File: config.mk
export PLATFORM = sky130hd
export DESIGN_NAME = stripe_load_balancer
export DESIGN_NICKNAME = d
export VERILOG_FILES = /design/src/hdl/slb_pkg.sv /design/src/hdl/stripe_load_balancer.sv
export SDC_FILE = /design/constraint.sdc
export NUM_CORES = 1
export LEC_CHECK = 0
export BUFFER_PORTS_ARGS = -buffer_cell sky130_fd_sc_hd__buf_2
export CORE_UTILIZATION = 60
export CTS_CLUSTER_SIZE = 28
export DETAILED_ROUTE_END_ITERATION = 8
export GPL_TIMING_DRIVEN = 0
export HOLD_SLACK_MARGIN = 0.15
export PLACE_DENSITY_LB_ADDON = 0.3
export SETUP_SLACK_MARGIN = 0.1
export SLEW_MARGIN = 10
export SYNTH_ARGS = -nofsm -noshare
export SYNTH_HDL_FRONTEND = slang
export SYNTH_SLANG_ARGS = --single-unit
File: constraint.sdc
create_clock -name clock -period 8.7 [get_ports clock]
set_input_delay 2.61 -clock clock [delete_from_list [all_inputs] [get_ports clock]]
set_output_delay 2.61 -clock clock [all_outputs]
set_load 0.1 [all_outputs]
File: src/hdl/slb_pkg.sv
`timescale 1ns / 1ps

package slb_pkg;

   localparam int MAX_STRIPE_COUNT_DEF = 8;
   localparam int MAX_HOST_COUNT_DEF   = 16;

   localparam int MAPPED_HOSTS   = 16;
   localparam int STRIPE_FIELD_W = 3;
   localparam int LAST_HOST_NONE = 15;

   localparam int LOAD_W        = 16;
   localparam int TERM_W        = 8;
   localparam int ALIVE_W       = 16;
   localparam int OUT_HOST_W    = 4;
   localparam int STRIPES_CFG_W = 4;
   localparam int HOSTS_CFG_W   = 5;
   localparam int MAP_W         = 48;
   localparam int CSR_INDEX_W   = 2;
   localparam int CSR_DATA_W    = 48;

   localparam logic [CSR_INDEX_W-1:0] CSR_STRIPES_IN_USE  = 2'd0;
   localparam logic [CSR_INDEX_W-1:0] CSR_HOSTS_IN_USE    = 2'd1;
   localparam logic [CSR_INDEX_W-1:0] CSR_HOST_STRIPE_MAP = 2'd2;

   localparam logic OP_PICK    = 1'b0;
   localparam logic OP_RELEASE = 1'b1;

endpackage

File: src/hdl/stripe_load_balancer.sv
`timescale 1ns / 1ps
// Release: busy stays low, result strobe on the next cycle.
// Pick: busy through a prep state, a scan of the S stripes in use by one compare unit
//   and K = 1..H host pointer steps; the result strobe rises in the same cycle busy falls.
// A new item is accepted only while busy is low; the receiver cannot stall.
// Synchronous active-high reset clears loads, query counts, host pointers (to 15),
// the rotate pointer and the configuration registers to their defaults.
module stripe_load_balancer
   import slb_pkg::*;
#(
   parameter int MAX_STRIPE_COUNT = MAX_STRIPE_COUNT_DEF,
   parameter int MAX_HOST_COUNT   = MAX_HOST_COUNT_DEF
) (
   input  logic                      clock,
   input  logic                      reset,
   input  logic                      start,
   output logic                      busy,
   input  logic                      req_operation,
   input  logic [TERM_W-1:0]         req_term_count,
   input  logic [ALIVE_W-1:0]        req_alive_mask,
   input  logic [STRIPE_FIELD_W-1:0] req_release_stripe,
   output logic                      rsp_valid,
   output logic [OUT_HOST_W-1:0]     rsp_chosen_host,
   output logic [STRIPE_FIELD_W-1:0] rsp_chosen_stripe,
   output logic                      rsp_error_flag,
   input  logic                      csr_valid,
   output logic                      csr_ready,
   input  logic [CSR_INDEX_W-1:0]    csr_index,
   input  logic [CSR_DATA_W-1:0]     csr_data
);

   localparam int SW     = (MAX_STRIPE_COUNT > 1) ? $clog2(MAX_STRIPE_COUNT) : 1;
   localparam int NSW    = $clog2(MAX_STRIPE_COUNT + 1);
   localparam int HW     = ($clog2(MAX_HOST_COUNT) > 4) ? $clog2(MAX_HOST_COUNT) : 4;
   localparam int NHW    = $clog2(MAX_HOST_COUNT + 1);
   localparam int MAPPED = (MAX_HOST_COUNT < MAPPED_HOSTS) ? MAX_HOST_COUNT : MAPPED_HOSTS;
   localparam int SXW    = (SW > STRIPE_FIELD_W) ? SW : STRIPE_FIELD_W;

   typedef enum logic [1:0] {ST_IDLE, ST_PREP, ST_SCAN, ST_HOST} state_type;

   state_type state_ff;

   logic [STRIPES_CFG_W-1:0] stripes_ff;
   logic [HOSTS_CFG_W-1:0]   hosts_ff;
   logic [MAP_W-1:0]         map_ff;

   logic [LOAD_W-1:0] term_load_ff [MAX_STRIPE_COUNT];
   logic [LOAD_W-1:0] query_cnt_ff [MAX_STRIPE_COUNT];
   logic [HW-1:0]     last_host_ff [MAX_STRIPE_COUNT];
   logic [SW-1:0]     rotate_ff;

   logic [TERM_W-1:0]           terms_ff;
   logic [ALIVE_W-1:0]          alive_ff;
   logic [MAX_STRIPE_COUNT-1:0] live_ff;
   logic                        all_dead_ff;
   logic [SW-1:0]               cur_ff;
   logic [NSW-1:0]              step_ff;
   logic [SW-1:0]               best_ff;
   logic [LOAD_W-1:0]           min_ff;
   logic                        found_ff;
   logic [HW-1:0]               host_ff;
   logic [NHW-1:0]              hstep_ff;

   logic                      rsp_valid_ff;
   logic [OUT_HOST_W-1:0]     rsp_host_ff;
   logic [STRIPE_FIELD_W-1:0] rsp_stripe_ff;
   logic                      rsp_error_ff;

   logic [NSW-1:0]              ns;
   logic [NHW-1:0]              nh;
   logic [MAX_STRIPE_COUNT-1:0] live_in;
   logic                        all_dead_in;
   logic [SW:0]                 cur_p1;
   logic [SW-1:0]               nxt_stripe;
   logic [SW:0]                 rot_p1;
   logic [SW-1:0]               rot_in;
   logic [SW-1:0]               rel_idx;
   logic                        rel_ok;
   logic [SW-1:0]               rd_idx;
   logic [LOAD_W-1:0]           load_rd;
   logic [LOAD_W-1:0]           qcnt_rd;
   logic                        take;
   logic [SW-1:0]               best_in;
   logic                        scan_last;
   logic [HW:0]                 host_p1;
   logic [HW-1:0]               host_nxt;
   logic                        host_live;
   logic [STRIPE_FIELD_W-1:0]   host_st;
   logic                        usable;
   logic                        host_last;
   logic [LOAD_W:0]             load_sum;
   logic [LOAD_W-1:0]           load_add;
   logic [LOAD_W-1:0]           load_sub;
   logic                        accept;
   logic                        rsp_valid_in;

   always_comb begin
      if (stripes_ff == '0) begin
         ns = NSW'(1);
      end else if (32'(stripes_ff) > MAX_STRIPE_COUNT) begin
         ns = NSW'(MAX_STRIPE_COUNT);
      end else begin
         ns = NSW'(stripes_ff);
      end
      if (hosts_ff == '0) begin
         nh = NHW'(1);
      end else if (32'(hosts_ff) > MAX_HOST_COUNT) begin
         nh = NHW'(MAX_HOST_COUNT);
      end else begin
         nh = NHW'(hosts_ff);
      end

      all_dead_in = 1'b1;
      for (int i = 0; i < MAPPED; i++) begin
         if ((32'(nh) > i) && alive_ff[i]) begin
            all_dead_in = 1'b0;
         end
      end
      for (int s = 0; s < MAX_STRIPE_COUNT; s++) begin
         live_in[s] = 1'b0;
         for (int i = 0; i < MAPPED; i++) begin
            if ((32'(nh) > i) && alive_ff[i] &&
                (32'(map_ff[STRIPE_FIELD_W*i +: STRIPE_FIELD_W]) == s)) begin
               live_in[s] = 1'b1;
            end
         end
      end

      cur_p1     = {1'b0, cur_ff} + 1'b1;
      nxt_stripe = (32'(cur_p1) >= 32'(ns)) ? '0 : SW'(cur_p1);
      rot_p1     = {1'b0, rotate_ff} + 1'b1;
      rot_in     = (32'(rot_p1) >= 32'(ns)) ? '0 : SW'(rot_p1);

      rel_idx = SW'(req_release_stripe);
      rel_ok  = 32'(req_release_stripe) < MAX_STRIPE_COUNT;

      unique case (state_ff)
         ST_SCAN: rd_idx = nxt_stripe;
         ST_HOST: rd_idx = best_ff;
         default: rd_idx = rel_idx;
      endcase
      load_rd = term_load_ff[rd_idx];
      qcnt_rd = query_cnt_ff[rd_idx];

      take      = (live_ff[nxt_stripe] || all_dead_ff) && (!found_ff || load_rd < min_ff);
      best_in   = take ? nxt_stripe : best_ff;
      scan_last = NSW'(step_ff + 1'b1) == ns;

      host_p1   = {1'b0, host_ff} + 1'b1;
      host_nxt  = (32'(host_p1) >= 32'(nh)) ? '0 : HW'(host_p1);
      host_live = (32'(host_nxt) < MAPPED_HOSTS) && alive_ff[host_nxt[3:0]];
      host_st   = (32'(host_nxt) < MAPPED_HOSTS) ?
                  map_ff[32'(host_nxt[3:0]) * STRIPE_FIELD_W +: STRIPE_FIELD_W] : '0;
      usable    = (host_live || all_dead_ff) && (SXW'(host_st) == SXW'(best_ff));
      host_last = NHW'(hstep_ff + 1'b1) == nh;

      load_sum = {1'b0, load_rd} + {{(LOAD_W+1-TERM_W){1'b0}}, terms_ff};
      load_add = load_sum[LOAD_W] ? '1 : load_sum[LOAD_W-1:0];
      load_sub = (load_rd > LOAD_W'(req_term_count)) ?
                 load_rd - LOAD_W'(req_term_count) : '0;

      accept = start && (state_ff == ST_IDLE);

      rsp_valid_in = (accept && (req_operation == OP_RELEASE)) ||
                     ((state_ff == ST_HOST) && (usable || host_last));
   end

   always_ff @(posedge clock) begin
      if (reset) begin
         state_ff     <= ST_IDLE;
         stripes_ff   <= STRIPES_CFG_W'(1);
         hosts_ff     <= HOSTS_CFG_W'(1);
         map_ff       <= '0;
         rotate_ff    <= '0;
         rsp_valid_ff <= 1'b0;
         for (int s = 0; s < MAX_STRIPE_COUNT; s++) begin
            term_load_ff[s] <= '0;
            query_cnt_ff[s] <= '0;
            last_host_ff[s] <= HW'(LAST_HOST_NONE);
         end
      end else begin
         rsp_valid_ff <= rsp_valid_in;
         if (csr_valid) begin
            unique case (csr_index)
               CSR_STRIPES_IN_USE:  stripes_ff <= csr_data[STRIPES_CFG_W-1:0];
               CSR_HOSTS_IN_USE:    hosts_ff   <= csr_data[HOSTS_CFG_W-1:0];
               CSR_HOST_STRIPE_MAP: map_ff     <= csr_data[MAP_W-1:0];
               default: ;
            endcase
         end

         unique case (state_ff)
            ST_IDLE: begin
               if (accept) begin
                  terms_ff <= req_term_count;
                  alive_ff <= req_alive_mask;
                  if (req_operation == OP_RELEASE) begin
                     if (rel_ok) begin
                        term_load_ff[rel_idx] <= load_sub;
                        if (qcnt_rd != '0) begin
                           query_cnt_ff[rel_idx] <= qcnt_rd - 1'b1;
                        end
                     end
                     rsp_host_ff   <= '0;
                     rsp_stripe_ff <= '0;
                     rsp_error_ff  <= 1'b0;
                  end else begin
                     state_ff <= ST_PREP;
                  end
               end
            end
            ST_PREP: begin
               live_ff     <= live_in;
               all_dead_ff <= all_dead_in;
               cur_ff      <= rotate_ff;
               step_ff     <= '0;
               found_ff    <= 1'b0;
               best_ff     <= '0;
               min_ff      <= '0;
               state_ff    <= ST_SCAN;
            end
            ST_SCAN: begin
               if (take) begin
                  min_ff   <= load_rd;
                  found_ff <= 1'b1;
               end
               best_ff <= best_in;
               cur_ff  <= nxt_stripe;
               step_ff <= step_ff + 1'b1;
               if (scan_last) begin
                  rotate_ff <= rot_in;
                  host_ff   <= last_host_ff[best_in];
                  hstep_ff  <= '0;
                  state_ff  <= ST_HOST;
               end
            end
            ST_HOST: begin
               host_ff  <= host_nxt;
               hstep_ff <= hstep_ff + 1'b1;
               if (usable) begin
                  term_load_ff[best_ff] <= load_add;
                  if (qcnt_rd != '1) begin
                     query_cnt_ff[best_ff] <= qcnt_rd + 1'b1;
                  end
                  last_host_ff[best_ff] <= host_nxt;
                  rsp_host_ff   <= host_nxt[OUT_HOST_W-1:0];
                  rsp_stripe_ff <= STRIPE_FIELD_W'(best_ff);
                  rsp_error_ff  <= 1'b0;
                  state_ff      <= ST_IDLE;
               end else if (host_last) begin
                  rsp_host_ff   <= '0;
                  rsp_stripe_ff <= STRIPE_FIELD_W'(best_ff);
                  rsp_error_ff  <= 1'b1;
                  state_ff      <= ST_IDLE;
               end
            end
            default: state_ff <= ST_IDLE;
         endcase
      end
   end

   assign busy              = (state_ff != ST_IDLE);
   assign csr_ready         = 1'b1;
   assign rsp_valid         = rsp_valid_ff;
   assign rsp_chosen_host   = rsp_host_ff;
   assign rsp_chosen_stripe = rsp_stripe_ff;
   assign rsp_error_flag    = rsp_error_ff;

   a_rsp_source: assert property (@(posedge clock) disable iff (reset)
      rsp_valid |-> $past(state_ff == ST_HOST ||
                          (start && !busy && req_operation == OP_RELEASE)))
      else $error("result strobe without a finished item");

   a_pick_busy: assert property (@(posedge clock) disable iff (reset)
      (start && !busy && req_operation == OP_PICK) |=> busy)
      else $error("pick item accepted without going busy");

   a_error_host: assert property (@(posedge clock) disable iff (reset)
      (rsp_valid && rsp_error_flag) |-> (rsp_chosen_host == '0))
      else $error("error result carries a host");

endmodule
After elaboration in Yosys (flattened, before gate mapping)
Memory sizes are Yosys's and may differ from the RTL's.
Index checks and enable logic that the tools add are counted.
{"block": "word_totals", "ff_bits": 140, "latchBits": 0, "ram_bits": 160, "rom_bits": 0, "input_bits": 82, "output_inout_bits": 11, "wordCells": 468, "memories": 2}
{"name": "term_load_ff", "depth": 8, "width": 16, "read_ports": 1, "rd_ports_with_merged_regs": 0, "wr": 8, "line_no": "stripe_load_balancer.sv:47", "rtl": "logic [LOAD_W-1:0] term_load_ff [MAX_STRIPE_COUNT];"}
{"name": "last_host_ff", "depth": 8, "width": 4, "read_ports": 1, "rd_ports_with_merged_regs": 0, "wr": 8, "line_no": "stripe_load_balancer.sv:49", "rtl": "logic [HW-1:0] last_host_ff [MAX_STRIPE_COUNT];"}
{"block": "op_classes", "addsub": 7, "multipliers": 1, "div": 0, "magnitude_cmp": 25, "n_eq_ne": 126, "n_shift": 1, "muxes": 76, "n_bitwise": 1, "n_reduce_logical": 202}
{"cell": "$eq A3 B3 Y1 const B", "count": 64}
{"cell": "$logic_and A1 B1 Y1", "count": 149}
{"cell": "$reduce_or A15 Y1", "count": 9}
{"cell": "$eq A3 B2 Y1 const B", "count": 32}
{"cell": "$mux W16", "count": 5}
{"cell": "$eq A3 B1 Y1 const B", "count": 16}
{"cell": "$logic_not A3 Y1", "count": 16}
{"cell": "$shiftx A48 B7 Y3", "count": 1}
{"cell": "$gt A5 B4 Y1 const B", "count": 8}
{"cell": "$mux W4", "count": 9}
{"cell": "$pmux W16 S2", "count": 1}
{"cell": "$reduce_or A16 Y1", "count": 2}
{"cell": "$mux W1", "count": 30}
{"cell": "$mux W3", "count": 10}
{"cell": "$pmux W3 S2", "count": 4}
{"cell": "$pmux W4 S2", "count": 3}
{"cell": "$gt A5 B3 Y1 const B", "count": 4}
{"cell": "$add A16 B8 Y17", "count": 1}
{"cell": "$gt A16 B8 Y1", "count": 1}
{"cell": "$lt A16 B16 Y1", "count": 1}
{"cell": "$sub A16 B8 Y16", "count": 1}
{"cell": "$mux W5", "count": 3}
{"cell": "$reduce_and A2 Y1", "count": 6}
{"cell": "$gt A5 B1 Y1 const B", "count": 2}
{"cell": "other kinds (36)", "count": 61}

Logic depth before layout (Yosys ltp)
Gate-level depths: netlist of the first run.
{"block": "logic_depth", "depth_word": 15, "depth_mapped": 28, "ltp_nobuf": 23}

Worst setup path before layout of the first run
OpenSTA, ideal clock, no wires.
{"block": "synth_timing", "path_kind": "in2reg", "start": "input req_release_stripe[0]", "end": "memory term_load_ff[0][8] (data pin)", "setup_ps": 276, "t_arrival_ps": 7022, "t_required_ps": 8424, "slack_ps": 1402, "cell_stages": 20, "n_path_buf": 4, "cell_sequence": "a21o_1 -> a21o_1 -> buf_4 -> buf_4 -> buf_1 -> buf_1 -> nand3_1 -> a31oi_1 -> inv_1 -> fa_1 -> a21o_1 -> a21oi_1 -> o21ai_0 -> o21a_1 -> o21ai_0 -> nor2b_1 -> a2111oi_2 -> and4_1 -> a2111oi_4 -> nor3_1"}
{"item": "start, declared", "line_no": "stripe_load_balancer.sv:21", "rtl": "input logic [STRIPE_FIELD_W-1:0] req_release_stripe,"}
{"item": "end, declared", "line_no": "stripe_load_balancer.sv:47"}

==> impl_metrics.sql, run 1 <==
INSERT INTO impl_metrics (metric_group, metric, value, unit) VALUES
('timing', 'achievable-frequency', '119.3', 'MHz'),
('power_and_ir_drop', 'cellLeakagePower', '0.007176', 'uW'),
('floorplanning', 'core.rowCount', '62', ''),
('timing', 'timing.final.hold_violations', '0', ''),
('setup_path', 'worst_ep_arrival_time', '8.69', 'ns'),
('timing', 'timing.final.setup_violations', '0', ''),
('global_route', 'grt_overflow_total', '0', ''),
('global_route', 'grt_antenna_before_repair', '2', ''),
('route', 'drt_drc_violations_left', '0', ''),
('timing', 'final_min_period_over_clock_period', '96.34', '%'),
('clock_network', 'ctsRootBufferMaster', 'sky130_fd_sc_hd__clkbuf_16', ''),
('setup_path', 'cp-end-kind', 'flop', ''),
('timing', 'actual_slew_at_the_worst_max_slew_pin', '1.411', 'ns'),
('global_route', 'grt_max_degree', '18', ''),
('timing', 'worst_hold_slack', '0.4973', 'ns'),
('power_and_ir_drop', 'p_per_area', '270.4', 'nW/um^2'),
('place', 'hpwlAfterDp', '45470', 'um'),
('layout', 'layout.cells.most_common_list', '281 x sky130_fd_sc_hd__nand2_1, 237 x sky130_fd_sc_hd__edfxtp_1, 128 x sky130_fd_sc_hd__nor2_1, 126 x sky130_fd_sc_hd__a21oi_1, 112 x sky130_fd_sc_hd__buf_2', ''),
('setup_path', 'worstPathMaxFanout', '10', ''),
('hold_path', 'min_path_type', 'flop to flop', ''),
('clock_network', 'postCtsSetupRepairBufs', '0', ''),
('route', 'detail_route.iter0.violations', '2241', ''),
('floorplanning', 'die_w', '174.9', 'um'),
('layout', 'layout-drive-gt1-share', '13.01', '%'),
('layout', 'most_common_library_cell_in_the_layout_ignoring_fill_and_taps', 'sky130_fd_sc_hd__nand2_1', ''),
('layout', 'register_area', '8378', 'um^2'),
('synthesis', 'netlist_area_before_placement', '17940', 'um^2'),
('layout', 'area_taken_by_multi_input_logic_gates', '8811', 'um^2'),
('global_route', 'number_of_global_route_vias_before_repair', '15499', ''),
('power_and_ir_drop', 'peakVddDrop', '163.4', 'uV'),
('clock_network', 'ctsHoldBuffers', '0', ''),
('flow_run', 'cap_viol_max_count', '0', ''),
('synthesis', 'flop_and_latch_count_out_of_synthesis', '300', ''),
('synthesis', 'synth_top_flop_cell', 'sky130_fd_sc_hd__edfxtp_1', ''),
('clock_network', 'cts-htree-levels', '1', ''),
('synthesis', 'ys_warn_count', '0', ''),
('synthesis', 'synth.avg_cell_area', '9.585', 'um^2'),
('setup_path', 'cp.required', '9.01', 'ns'),
('place', 'portBuffers', '91', ''),
('setup_path', 'startpoint_type', 'flop', ''),
('clock_network', 'clk_pin_slew_worst_paths', '0.06', 'ns'),
('timing', 'final.setup.tns', '0', 'ns'),
('route', 'via_per_inst', '6.721', ''),
('setup_path', 'critPathKind', 'flop to flop', ''),
('floorplanning', 'core-area', '29090', 'um^2'),
('layout', 'post_layout_nonfiller_instances', '2407', ''),
('clock_network', 'tritoncts', 'done', ''),
('synthesis', 'number_of_synthesized_flops_with_an_enable_pin', '237', ''),
('floorplanning', 'dieArea', '30600', 'um^2'),
('clock_network', 'cts_made_buffers', '31', ''),
('synthesis', 'seq_area_frac_synth', '46.69', '%'),
('outcome', 'run_status', 'finished, final reports clean', ''),
('timing', 'setup_slack', '0.3188', 'ns'),
('floorplanning', 'floorplan.die.height', '174.9', 'um'),
('layout', 'nNetsFinal', '2135', ''),
('route', 'drt_wl_total', '61040', 'um'),
('route', 'detailedRoute.firstPassIterationCount', '6', ''),
('timing', 'finClkSkew', '0.03286', 'ns'),
('route', 'vias', '16177', ''),
('global_route', 'grt_usage', '39.30', '%'),
('synthesis', 'post_synth_inst_count', '1872', ''),
('timing', 'grt_setup_unrepaired', 'false', ''),
('route', 'final_ant_viol_nets', '0', ''),
('clock_network', 'clkSinkCount', '300', ''),
('timing', 'drv_slew', '0', ''),
('synthesis', 'synth.lib_cells_used.distinct', '105', ''),
('synthesis', 'async_reset_ff_share', '0', '%'),
('floorplanning', 'initial_utilization', '61.68', '%'),
('place', 'pre_cts_ws', '-0.5239', 'ns'),
('place', 'gp_congestion', '1.035', ''),
('route', 'drt-wirelength-per-cell', '25.36', 'um'),
('global_route', 'grt_first_pass_wirelength', '90160', 'um'),
('layout', 'syn2layout_area_growth', '11.13', '%'),
('timing', 'period_minus_slack', '8.381', 'ns'),
('clock_network', 'max-clock-path-buffers', '3', ''),
('clock_network', 'clock_insertion_delay_worst_skew', '0.60', 'ns'),
('synthesis', 'mappedNetlistNets', '2009', ''),
('floorplanning', 'io_pins', '93', ''),
('place', 'placed_cells_incl_taps', '2349', ''),
('layout', 'fill_cells', '2325', ''),
('timing', 'maxSlewHeadroom', '5.056', '%');
==> cell usage after synthesis (all sizes together), types with 23 or more instances <==
cell | number | area (um^2)
nor2b | 59 | 369.1
edfxtp | 237 | 7117
a31oi | 29 | 187.7
a211oi | 40 | 340.3
nor2 | 130 | 490.5
ha | 53 | 663.1
nor4 | 23 | 168.9
nand2b | 23 | 143.9
nand3 | 81 | 430.4
o21ai | 47 | 250.2
a21oi | 132 | 679.4
nor3 | 62 | 337.8
clkbuf | 74 | 279.0
dfxtp | 63 | 1261
buf | 45 | 275.3
inv | 67 | 251.5
mux2i | 40 | 407.9
nor3b | 24 | 180.2
nand2 | 283 | 1067
and3 | 29 | 181.4
==> worst max-delay path, cell delays in order (launching register included) <==
cell,delay (ns)
sky130_fd_sc_hd__edfxtp_1,0.42
sky130_fd_sc_hd__ha_1,0.25
sky130_fd_sc_hd__xnor2_2,0.41
sky130_fd_sc_hd__inv_1,0.28
sky130_fd_sc_hd__ha_1,0.35
sky130_fd_sc_hd__o211a_1,0.23
sky130_fd_sc_hd__a211oi_4,0.49
sky130_fd_sc_hd__a21o_1,0.28
sky130_fd_sc_hd__buf_4,0.26
sky130_fd_sc_hd__buf_4,0.24
sky130_fd_sc_hd__buf_1,0.49
sky130_fd_sc_hd__clkbuf_2,0.39
sky130_fd_sc_hd__nand3_1,0.12
sky130_fd_sc_hd__a31oi_1,0.46
sky130_fd_sc_hd__inv_1,0.25
sky130_fd_sc_hd__fa_1,0.49
sky130_fd_sc_hd__a21o_1,0.19
sky130_fd_sc_hd__a21oi_1,0.21
sky130_fd_sc_hd__o21ai_0,0.16
sky130_fd_sc_hd__o21a_1,0.19
sky130_fd_sc_hd__o21ai_0,0.19
sky130_fd_sc_hd__nor2b_2,0.56
sky130_fd_sc_hd__nor3_4,0.16
sky130_fd_sc_hd__and3_1,0.26
sky130_fd_sc_hd__nor4_1,0.63
sky130_fd_sc_hd__a211oi_1,0.12
==> sequential cells by signal (all words and copies together), names as in the netlist, 2 cells and up <==
signal and count:
step_ff 4, rsp_chosen_stripe 3, last_host_ff 32, rotate_ff 3, terms_ff 8, alive_ff 16
stripes_ff 4, min_ff 16, term_load_ff 128, hosts_ff 5, map_ff 48, state_ff 2
best_ff 3, rsp_chosen_host 4, host_ff 4, live_ff 8, hstep_ff 5, cur_ff 3
==> stage by stage <==
step,total power (uW),util [%],area [um^2]
after floorplan,3351,-,17940
after global placement,3953,64.89,18880
after detailed placement,4014,64.97,18900
after CTS,5302,68.40,19900
after global routing,5578,68.53,19940
final,5392,68.54,19940
==> layer usage <==
metal	GRT usage (%)	wire length (um)	part of all wire, %
met5	0	0	0
met2	66.82	28880	47
met4	23.84	4308	7.1
met3	6.005	5694	9.3
met1	47.03	22150	36
==> cells by family (layout without fill, tap and decap cells) <==
| group | after synthesis | in the layout | share of synthesized area [%] |
|---|---|---|---|
| buffers and inverters | 190 | 340 | 4.575 |
| XOR/XNOR | 27 | 27 | 1.318 |
| AND/OR/NAND/NOR | 796 | 796 | 21.90 |
| AO/OA/AOI/OAI | 448 | 448 | 18.30 |
| flip-flops | 300 | 300 | 46.69 |
| other | 1 | 2 | 0.02090 |
| adder cells (fa/ha/maj) | 56 | 56 | 3.975 |
| multiplexers | 54 | 54 | 3.215 |
==> final cells by class <==
| class | count | area share, % |
|---|---|---|
| Multi-Input combinational cell | 1382 | 44.19 |
| Sequential cell | 300 | 42.02 |
| Clock buffer | 34 | 3.947 |
| Buffer | 119 | 2.786 |
| Tap cell | 384 | 2.410 |
| Timing Repair Buffer | 93 | 2.359 |
| Inverter | 71 | 1.337 |
| Clock inverter | 23 | 0.9413 |
| Antenna cell | 1 | 0.01255 |
==> worst paths after layout <==
kind                             startpoint                                 to  slack (ns)  cells after the start
setup / recovery        cur_ff[0]$_DFFE_PP_  term_load_ff[3][11]$_SDFFCE_PN0P_        0.32                     25
hold / removal    rotate_ff[1]$_SDFFE_PP0P_          rotate_ff[1]$_SDFFE_PP0P_        0.50                      2
setup reg to reg        cur_ff[0]$_DFFE_PP_  term_load_ff[3][11]$_SDFFCE_PN0P_        0.32                     25
hold reg to reg   rotate_ff[1]$_SDFFE_PP0P_          rotate_ff[1]$_SDFFE_PP0P_        0.50                      2
==> repair_timing <==
action,CTS,global route
setup endpoints to repair,122,110
hold endpoints to repair,0,0
resized for setup,5,3
pin swaps,0,0
==> where the power goes <==
part	leakage, uW	switching, uW	internal (uW)	total [uW]
clock	0.000472	583	714	1300
combinational	0.00393	1590	777	2360
sequential	0.00277	56.0	1680	1730
No activity file was read; power rests on OpenSTA's default activity.
==> run 2: changes to the inputs <==
--- a/config.mk
+++ b/config.mk
@@ -5,6 +5,7 @@
 export SDC_FILE = /design/constraint.sdc
 export NUM_CORES = 1
 export LEC_CHECK = 0
+export ABC_AREA = 1
 export BUFFER_PORTS_ARGS = -buffer_cell sky130_fd_sc_hd__buf_2
 export CORE_UTILIZATION = 60
 export CTS_CLUSTER_SIZE = 28
==> run 2 against run 1 <==
First-iteration DRC count decreased by 23%. Cell area decreased by 3.5%. Routed wire length decreased by 14%. Sequential share of layout area increased by 1.5 points. Die area decreased by 3.9%.
==> impl_metrics.sql, run 2 <==
INSERT INTO impl_metrics (metric_group, metric, value, unit) VALUES
('global_route', 'grt_overflow_total', '0', ''),
('floorplanning', 'io_pins', '93', ''),
('layout', 'syn2layout_area_growth', '11.68', '%'),
('global_route', 'grt_util_met2', '58.95', '%'),
('floorplanning', 'dieArea', '29400', 'um^2'),
('synthesis', 'netlist.area_leader.share', '41.31', '%'),
('outcome', 'run_status', 'finished, final reports clean', ''),
('layout', 'most_common_library_cell_in_the_layout_ignoring_fill_and_taps', 'sky130_fd_sc_hd__nand2_1', ''),
('layout', 'nNetsFinal', '2293', ''),
('setup_path', 'critPathKind', 'primary input to flop', ''),
('place', 'pre_cts_ws', '0.4268', 'ns'),
('route', 'detailedRoute.firstPassIterationCount', '6', ''),
('place', 'gp_congestion', '0.9759', ''),
('place', 'dpl_cell_area', '18190', 'um^2'),
('synthesis', 'ys_warn_count', '0', ''),
('clock_network', 'ctsRootBufferMaster', 'sky130_fd_sc_hd__clkbuf_16', ''),
('timing', 'worst_hold_slack', '0.4918', 'ns'),
('clock_network', 'clk_pin_slew_worst_paths', '0.06', 'ns'),
('timing', 'finClkSkew', '0.01320', 'ns'),
('synthesis', 'yosysMostFrequentCell', 'sky130_fd_sc_hd__nand2_1', ''),
('timing', 'final.setup.tns', '0', 'ns'),
('power_and_ir_drop', 'cellLeakagePower', '0.008110', 'uW'),
('power_and_ir_drop', 'p_per_area', '319.0', 'nW/um^2'),
('setup_path', 'crit-reg2reg-capture', 'term_load_ff[1][15]$_SDFFCE_PN0P_', ''),
('route', 'drt_drc_violations_left', '0', ''),
('hold_path', 'timing.hold.worst_path_depth', '2', ''),
('floorplanning', 'initial_utilization', '61.51', '%'),
('clock_network', 'postCtsResizedCells', '0', ''),
('layout', 'largest_register_ff_count', '128', ''),
('global_route', 'most_heavily_used_metal_layer_in_global_routing', 'met2', ''),
('route', 'via_per_inst', '5.966', ''),
('clock_network', 'cts_made_buffers', '31', ''),
('layout', 'final_design_area_no_fill', '19240', 'um^2'),
('clock_network', 'max-clock-path-buffers', '3', ''),
('synthesis', 'synth.lib_cells_used.distinct', '62', ''),
('synthesis', 'netlist_area_before_placement', '17230', 'um^2'),
('hold_path', 'min_path_type', 'flop to flop', ''),
('clock_network', 'ctsHoldBuffers', '0', ''),
('synthesis', 'async_reset_ff_share', '0', '%'),
('clock_network', 'tritoncts', 'done', ''),
('synthesis', 'flop_and_latch_count_out_of_synthesis', '300', ''),
('clock_network', 'clkSinkCount', '300', ''),
('layout', 'layout-drive-gt1-share', '14.46', '%'),
('synthesis', 'synth_top_flop_cell', 'sky130_fd_sc_hd__edfxtp_1', ''),
('layout', 'area_taken_by_multi_input_logic_gates', '7442', 'um^2'),
('floorplanning', 'die_w', '171.5', 'um'),
('global_route', 'grt_usage', '35.83', '%'),
('setup_path', 'worstReg2RegStart', 'cur_ff[0]$_DFFE_PP_', ''),
('synthesis', 'mappedNetlistNets', '2167', ''),
('route', 'vias', '15262', ''),
('synthesis', 'seq_area_frac_synth', '48.63', '%'),
('timing', 'actual_slew_at_the_worst_max_slew_pin', '1.299', 'ns'),
('setup_path', 'cp-end-kind', 'flop', ''),
('timing', 'grt_setup_unrepaired', 'false', ''),
('setup_path', 'startpoint_type', 'primary input', ''),
('setup_path', 'reg2reg_setup_slack', '1.50', 'ns'),
('layout', 'layout.cells.most_common_list', '421 x sky130_fd_sc_hd__nand2_1, 237 x sky130_fd_sc_hd__edfxtp_1, 228 x sky130_fd_sc_hd__nor2_1, 226 x sky130_fd_sc_hd__inv_1, 151 x sky130_fd_sc_hd__nand3_1', ''),
('global_route', 'number_of_global_route_vias_before_repair', '14508', ''),
('route', 'drt-wirelength-per-cell', '20.47', 'um'),
('route', 'detail_route.iter0.violations', '1734', ''),
('hold_path', 'hold_path_end', 'stripes_ff[1]$_SDFFE_PP0P_', ''),
('global_route', 'grt.met3_usage', '5.522', '%'),
('synthesis', 'synth.top_cells.by_area', 'sky130_fd_sc_hd__edfxtp_1 41%, sky130_fd_sc_hd__nand2_1 9.2%, sky130_fd_sc_hd__dfxtp_1 7.3%', ''),
('global_route', 'grt_first_pass_wirelength', '79330', 'um'),
('setup_path', 'critPathSlowestCell', 'sky130_fd_sc_hd__clkbuf_1', ''),
('clock_network', 'postCtsSetupRepairBufs', '0', ''),
('floorplanning', 'floorplan.die.height', '171.5', 'um'),
('setup_path', 'worstPathMaxFanout', '10', ''),
('layout', 'largest-register', 'term_load_ff', ''),
('setup_path', 'cp_common_cell', 'sky130_fd_sc_hd__inv_1', ''),
('place', 'portBuffers', '90', ''),
('setup_path', 'cp.required', '9.01', 'ns'),
('timing', 'final_min_period_over_clock_period', '90.64', '%'),
('global_route', 'grt_antenna_before_repair', '2', ''),
('clock_network', 'clock_insertion_delay_worst_skew', '0.57', 'ns'),
('layout', 'top_regs', 'term_load_ff x128, map_ff x48, last_host_ff x32', ''),
('floorplanning', 'core.rowCount', '61', ''),
('global_route', 'grt_max_degree', '17', ''),
('timing', 'achievable-frequency', '126.8', 'MHz'),
('floorplanning', 'core-area', '28010', 'um^2'),
('clock_network', 'cts-htree-levels', '1', ''),
('route', 'final_ant_viol_nets', '0', ''),
('layout', 'register_area', '8378', 'um^2'),
('setup_path', 'worst_reg_to_reg_path_cell_count', '38', ''),
('global_route', 'use_met1', '46.66', '%'),
('synthesis', 'post_synth_most_frequent_cells', '421 x sky130_fd_sc_hd__nand2_1, 237 x sky130_fd_sc_hd__edfxtp_1, 228 x sky130_fd_sc_hd__nor2_1, 226 x sky130_fd_sc_hd__inv_1, 151 x sky130_fd_sc_hd__nand3_1', ''),
('timing', 'period_minus_slack', '7.886', 'ns'),
('timing', 'timing.final.setup_violations', '0', ''),
('synthesis', 'yosysTopAreaCell', 'sky130_fd_sc_hd__edfxtp_1', ''),
('power_and_ir_drop', 'peakVddDrop', '166.3', 'uV'),
('setup_path', 'slowest_delay', '0.45', 'ns'),
('layout', 'fill_cells', '2263', ''),
('route', 'drt_wl_total', '52370', 'um'),
('hold_path', 'hold_path.startpoint', 'stripes_ff[1]$_SDFFE_PP0P_', ''),
('timing', 'timing.final.hold_violations', '0', ''),
('synthesis', 'number_of_synthesized_flops_with_an_enable_pin', '237', ''),
('synthesis', 'synth.avg_cell_area', '8.487', 'um^2'),
('timing', 'maxSlewHeadroom', '11.16', '%'),
('power_and_ir_drop', 'report.power.total', '6138', 'uW'),
('place', 'hpwlAfterDp', '39990', 'um'),
('flow_run', 'cap_viol_max_count', '0', ''),
('timing', 'setup_slack', '0.8143', 'ns'),
('synthesis', 'post_synth_inst_count', '2030', ''),
('timing', 'drv_slew', '0', ''),
('setup_path', 'worst_ep_arrival_time', '8.19', 'ns');
run 2: cell types whose count changed in the layout (fill, tap and decap cells not counted), sizes merged, moves of 59 or more:
cell,change
nor2b,-59
inv,+174
o21ai,+95
nand2,+159
nor2,+158
nand3,+71
run 2: area by class of cell:
cell class / instances / area share [%]
clock buffer: 38 / 4.168
antenna: 1 / 0.01301
inverter: 248 / 4.877
multi-input combinational: 1403 / 38.68
tap: 378 / 2.458
buffer: 79 / 2.517
timing repair buffer: 93 / 2.497
sequential: 300 / 43.54
clock inverter: 18 / 1.249
run 2: logic make-up (layout without fill, tap and decap cells):
group | after synthesis | in the layout | share of synthesized area (%)
AO/OA/AOI/OAI | 352 | 352 | 12.80
AND/OR/NAND/NOR | 966 | 966 | 24.73
adder cells (fa/ha/maj) | 55 | 55 | 4.081
buffers and inverters | 327 | 476 | 8.257
flip-flops | 300 | 300 | 48.63
XOR/XNOR | 29 | 29 | 1.474
other | 1 | 2 | 0.02177
run 2: worst max-delay path by stage:
stage,start,end,slack [ns]
floorplan,req_release_stripe[0],term_load_ff[1][15]$_SDFFCE_PN0P_,1.84
global placement,req_release_stripe[0],min_ff[0]$_SDFFCE_PN0P_,0.33
CTS,req_release_stripe[0],term_load_ff[0][0]$_SDFFCE_PN0P_,0.98
detailed placement,req_release_stripe[0],term_load_ff[0][0]$_SDFFCE_PN0P_,0.43
global route,req_release_stripe[0],term_load_ff[3][15]$_SDFFCE_PN0P_,0.40
finish,req_release_stripe[0],term_load_ff[1][15]$_SDFFCE_PN0P_,0.81
run 2: critical path: cells and delay by family:
family / cells / cell delay (ns)
xor+xnor: 1 / 0.18
compound gates: 10 / 1.75
simple gates: 9 / 1.16
buf+inv: 10 / 2.16
fa+ha+maj: 1 / 0.31
run 2: where the power goes:
part	internal, uW	switching [uW]
Sequential	1690	58.7
Combinational	851	2150
Clock	827	563
Total	3370	2770
run 2: per-stage QoR:
| stage | instances | util, % |
|---|---|---|
| 3_5_place_dp | 2501 | 64.94 |
| 4_1_cts | 2557 | 68.66 |
| 2_1_floorplan | 2030 | - |
| 6_report | 2558 | 68.69 |
| 5_1_grt | 2557 | 68.68 |
| 3_3_place_gp | 2498 | 64.81 |
run 2: routing by layer:
metal	vias up	wire length, um
met5	-	13
met4	2	2321
met3	143	4692
met2	843	24350
met1	7127	20990
li1	7147	-
